`src/hw/rtl/slreg_ram.sv`:
```
// Simple dual-port synchronous RAM with one write port and one registered read port.
module slreg_ram #(
    parameter int WIDTH  = 8,
    parameter int DEPTH  = 256,
    parameter int ADDR_W = $clog2(DEPTH)
) (
    input  logic              clk,
    input  logic              we,
    input  logic [ADDR_W-1:0] waddr,
    input  logic [WIDTH-1:0]  wdata,
    input  logic              re,
    input  logic [ADDR_W-1:0] raddr,
    output logic [WIDTH-1:0]  rdata
);

    logic [WIDTH-1:0] mem [DEPTH];
    logic [WIDTH-1:0] rdata_reg;

    // Write port
    always_ff @(posedge clk)
    begin
        if (we)
        begin
            mem[waddr] <= wdata;
        end
    end

    // Read port, registered: rdata takes the addressed word when re is high
    always_ff @(posedge clk)
    begin
        if (re)
        begin
            rdata_reg <= mem[raddr];
        end
    end

    assign rdata = rdata_reg;

endmodule

```
`config.mk`:
```
export PLATFORM = sky130hd
export DESIGN_NAME = slreg_ram
export DESIGN_NICKNAME = d
export VERILOG_FILES = /design/src/hw/rtl/slreg_ram.sv
export SDC_FILE = /design/constraint.sdc
export NUM_CORES = 2
export LEC_CHECK = 0
export BUFFER_PORTS_ARGS = -buffer_cell sky130_fd_sc_hd__buf_2
export CORE_ASPECT_RATIO = 0.75
export CORE_UTILIZATION = 45
export CTS_CLUSTER_SIZE = 8
export DETAILED_ROUTE_END_ITERATION = 10
export GPL_ROUTABILITY_DRIVEN = 1
export PLACE_DENSITY = 0.66
export SLEW_MARGIN = 10
export SYNTH_ARGS = -nofsm -noshare
export SYNTH_HDL_FRONTEND = slang
export SYNTH_SLANG_ARGS = --single-unit
```
`constraint.sdc`:
```
create_clock -name clk -period 3.7 [get_ports clk]
set_clock_uncertainty 0.05 [all_clocks]
set_input_delay 0.37 -clock clk [delete_from_list [all_inputs] [get_ports clk]]
set_output_delay 0.37 -clock clk [all_outputs]
set_load 0.02 [all_outputs]
```
After elaboration in Yosys (flattened, before gate mapping)
Memory sizes are Yosys's and may differ from the RTL's. A register that Yosys moved wholly into a read port is not among the register bits.
Cells that the tools add are included.
W data, S select, Z words.
- multiplexer cells: 2
- operators by type and width (operator ; count):
    $mux W1 ; 2
- bits in registers: 0
- bits in writable memories: 2048
- input bits: 27
- output and inout port bits: 8
- memories: 1
- memories (memory ; words ; bits a word ; rd ports ; clocked after memory_dff ; write ports ; line ; RTL):
    mem ; 256 ; 8 ; 1 ; 1 ; 1 ; 16 ; logic [WIDTH-1:0] mem [DEPTH];

Longest topological paths before layout
- word-level depth: 2
- mapped depth: 11
- mapped depth without buffers: 6

Least setup slack after synthesis
No wires, ideal clock.
- path kind: input -> register
- start point: in raddr[0]
- end point: reg rdata_reg[2], in the netlist rdata[2], read port of mem (data pin)
- arrival time: 2.177 ns
- slack: 1.204 ns
- cell stages on the path: 9
- buffers on the path: 4
- path through: buf_6 buf_12 buf_8 buf_2 mux4_2 a22oi_1 a21oi_1 nor4_1 nor4_2
- RTL lines (what ; line ; RTL):
    from (decl) ; 12 ; input logic [ADDR_W-1:0] raddr,
    to (decl) ; 17 ; logic [WIDTH-1:0] rdata_reg;

==> run_results.csv <==
group,metric,value,unit
setup_path,path_class,"flip-flop to flip-flop",
timing,rsz0062_at_grt,"false",
cells_and_area,largest_register_ffs,2048,
logic_synthesis,synth_seq_cells,2056,
placement,place_area,84900,µm²
timing,drv_slew,0,
logic_synthesis,synthAdderAreaFrac,0,
route,drt_iter0_markers,5385,
logic_synthesis,synth_edf_count,2056,
logic_synthesis,synthCells,3733,
clock_tree,cts_tree,"built",
logic_synthesis,async_flop_share,0,
power_and_ir_drop,ir_drop,0.415,mV
global_route,antenna_found_initial,18,
setup_path,worstSetupEndpointType,"flip-flop",
clock_tree,clk_pin_slew,0.05,ns
clock_tree,clk_path_buf_depth,4,
clock_tree,h-tree-depth,5,
global_route,grt_max_degree,140,
setup_path,crit_family,"simple AND/OR/NAND/NOR gates",
cells_and_area,final_cell_area,93000,µm²
logic_synthesis,synth-compound-area-share,0.0342,
cells_and_area,nets,4252,
cells_and_area,syn_to_final_growth,16.8,%
worst_hold_path,holdCritStartpoint,"wdata[5]",
timing,whs,0.0522,ns
route,firstDrtPassIters,6,
logic_synthesis,synth_xor_area_frac,0,
flow_run,max_cap_violations,0,
die,coreArea,176000,µm²
setup_path,worstReg2RegStart,"mem[86][2]$_DFFE_PP_",
logic_synthesis,synth_simple_gate_area_frac,0.0263,
die,pin_count,35,
route,vias,40700,
route,wl,206000,µm
route,wl_per_cell,31.2,µm
die,initial_core_util,0.454,
logic_synthesis,yosys.cell_types.count,54,
setup_path,reg2regPathDepth,6,
placement,dpl.hpwl,126000,µm
timing,max_freq,0.295,GHz
clock_tree,postCtsHoldBufs,10,
setup_path,cpMostUsedCell,"mux4_2",
logic_synthesis,ys_warn_count,0,
setup_path,cp-start-kind,"flip-flop",
die,die_area,179000,µm²
logic_synthesis,postSynthAreaPerCell,21.3,µm²
timing,hold_viol,0,
setup_path,slowest_stage,"nor4_1",
logic_synthesis,synth_flop_cell,"edfxtp_1",
timing,setup_viol,0,
setup_path,crit_chain,"mux4_2 > mux4_2 > nor2b_1 > nor4_1 > buf_4 > nor4_2",
setup_path,cp_num_buf_inv,1,
clock_tree,clock_latency,0.92,ns
power_and_ir_drop,p_per_area,563,nW/µm²
cells_and_area,final_common_cell,"edfxtp_1",
route,viasPerCell,6.16,
worst_hold_path,hp-class,"input port to flip-flop",
route,drcViolationCount,0,
die,die_h,366,µm
worst_hold_path,whs_path_depth,1,
setup_path,worstPathArrival,3.95,ns
cells_and_area,drive_above_1_share,0.286,
setup_path,worstPathMaxFanout,1,
die,num_rows,133,
clock_tree,cts_made_buffers,307,
logic_synthesis,synthMuxAreaShare,0.146,
timing,fin_crit_sh,0.915,
die,dieWidth,488,µm
setup_path,r2r_slack,0.31,ns
cells_and_area,final_cell_mix,"edfxtp_1 (2056), mux4_2 (454), buf_4 (326)",
timing,fin_crit,3.39,ns
timing,maxSlewHeadroom,0.0735,
setup_path,timing.rr.end,"rdata[2]$_DFFE_PP_",
logic_synthesis,synth_area,79600,µm²
clock_tree,cts-root-buf,"clkbuf_16",
route,drtAntennaViolNets,0,
global_route,grt_pass1_wl,293000,µm
clock_tree,cts_resized,0,
logic_synthesis,synthesis.nets,3760,
setup_path,max_stage_delay,1.13,ns
global_route,grt-ovfl-total,0,
worst_hold_path,whs_endpoint,"mem[68][5]$_DFFE_PP_",
status,status,"finished, final reports clean",
logic_synthesis,yosysSeqAreaShare,0.775,
global_route,grt_pass1_vias,40400,
placement,gp_congestion,0.852,
logic_synthesis,synth_top_family_by_area,"multiplexers",
clock_tree,clkSinkCount,2056,
placement,portBuffers,34,
timing,tightest_slew,1.38,ns
global_route,grt_use_total,0.231,
setup_path,cp_data_required_time,4.27,ns
power_and_ir_drop,power.leakage,29.6,nW
clock_tree,cts_setup_buffers,0,
==> cells in the mapped netlist, types with 13 or more instances <==
library cell     n  area share
mux2i_1        134       0.017
a211oi_1        16      0.0015
buf_2           31      0.0019
nor4_1          24      0.0019
a22oi_1        133       0.013
buf_8           13      0.0025
o22ai_1         28      0.0022
buf_6           21      0.0030
o221ai_1        46      0.0051
nor2b_1         31      0.0024
a21oi_1         96      0.0060
nor2_1         282       0.013
mux4_2         454        0.13
edfxtp_1      2056        0.78
nand3_1         34      0.0021
nor3_1          22      0.0014
nand2_1         33      0.0016
buf_4           27      0.0025
a221oi_1        13      0.0014
buf_1           22      0.0010
clkbuf_1       111      0.0052
==> per-stage QoR <==
| stage | std cells | setup TNS, ns | total power, W | setup slack, ns | util |
|---|---|---|---|---|---|
| floorplan | 3733 | 0 | 0.0275 | 1.20 | - |
| global placement | 6261 | -4.44 | 0.0287 | -0.808 | 0.483 |
| detailed placement | 6266 | -1.36 | 0.0287 | -0.396 | 0.483 |
| CTS | 6600 | 0 | 0.0527 | 0.374 | 0.530 |
| global route | 6604 | 0 | 0.0537 | 0.323 | 0.530 |
| finish | 6604 | 0 | 0.0524 | 0.314 | 0.530 |
==> worst reg2reg max path, stage by stage, from the launching register on <==
cell and delay [ns]:
edfxtp_1 0.41, mux4_2 0.52, mux4_2 0.54, nor2b_1 0.16, nor4_1 1.13, buf_4 0.27
nor4_2 0.05
==> where the power goes <==
group,total (W),switching [W],internal [W]
registers,0.0258,0.0000328,0.0258
logic,0.00253,0.00163,0.000900
clock network,0.0241,0.00909,0.0150
==> layout make-up <==
cell class	count	area [µm²]
clock inverters	8	120
diodes	2	5.00
flip-flops and latches	2056	61700
clock buffers	316	7910
well taps	2362	2960
repair buffers	416	3730
multi-input cells	1442	16600
inverters	2	7.51
fillers	13300	82500
==> logic make-up (layout without fill, tap and decap cells) <==
logic type	Yosys count	count (layout)
flip-flops	2056	2056
multiplexers	591	591
AND/OR/NAND/NOR	466	466
AO/OA/AOI/OAI	385	385
buffers and inverters	235	742
other	0	2
==> worst max path at each step <==
stage                     slack [ns]                 start                 end  cells past startpoint
final                           0.31  mem[86][2]$_DFFE_PP_  rdata[2]$_DFFE_PP_                      6
after global routing            0.32  mem[66][2]$_DFFE_PP_  rdata[2]$_DFFE_PP_                      6
after CTS                       0.37  mem[86][2]$_DFFE_PP_  rdata[2]$_DFFE_PP_                      6
after detailed placement       -0.40              raddr[0]  rdata[3]$_DFFE_PP_                      8
after global placement         -0.81              raddr[0]  rdata[4]$_DFFE_PP_                      8
after floorplan                 1.20              raddr[0]  rdata[2]$_DFFE_PP_                      9
==> per-layer routing <==
layer  track usage  vias up  part of all wire
met5             0        -           0.00040
met4        0.0726       12             0.026
met3        0.0896      347              0.13
met2         0.323     2357              0.44
met1         0.333    21400              0.40
li1              -    16600                 -
(Power assumes the default switching activity.)
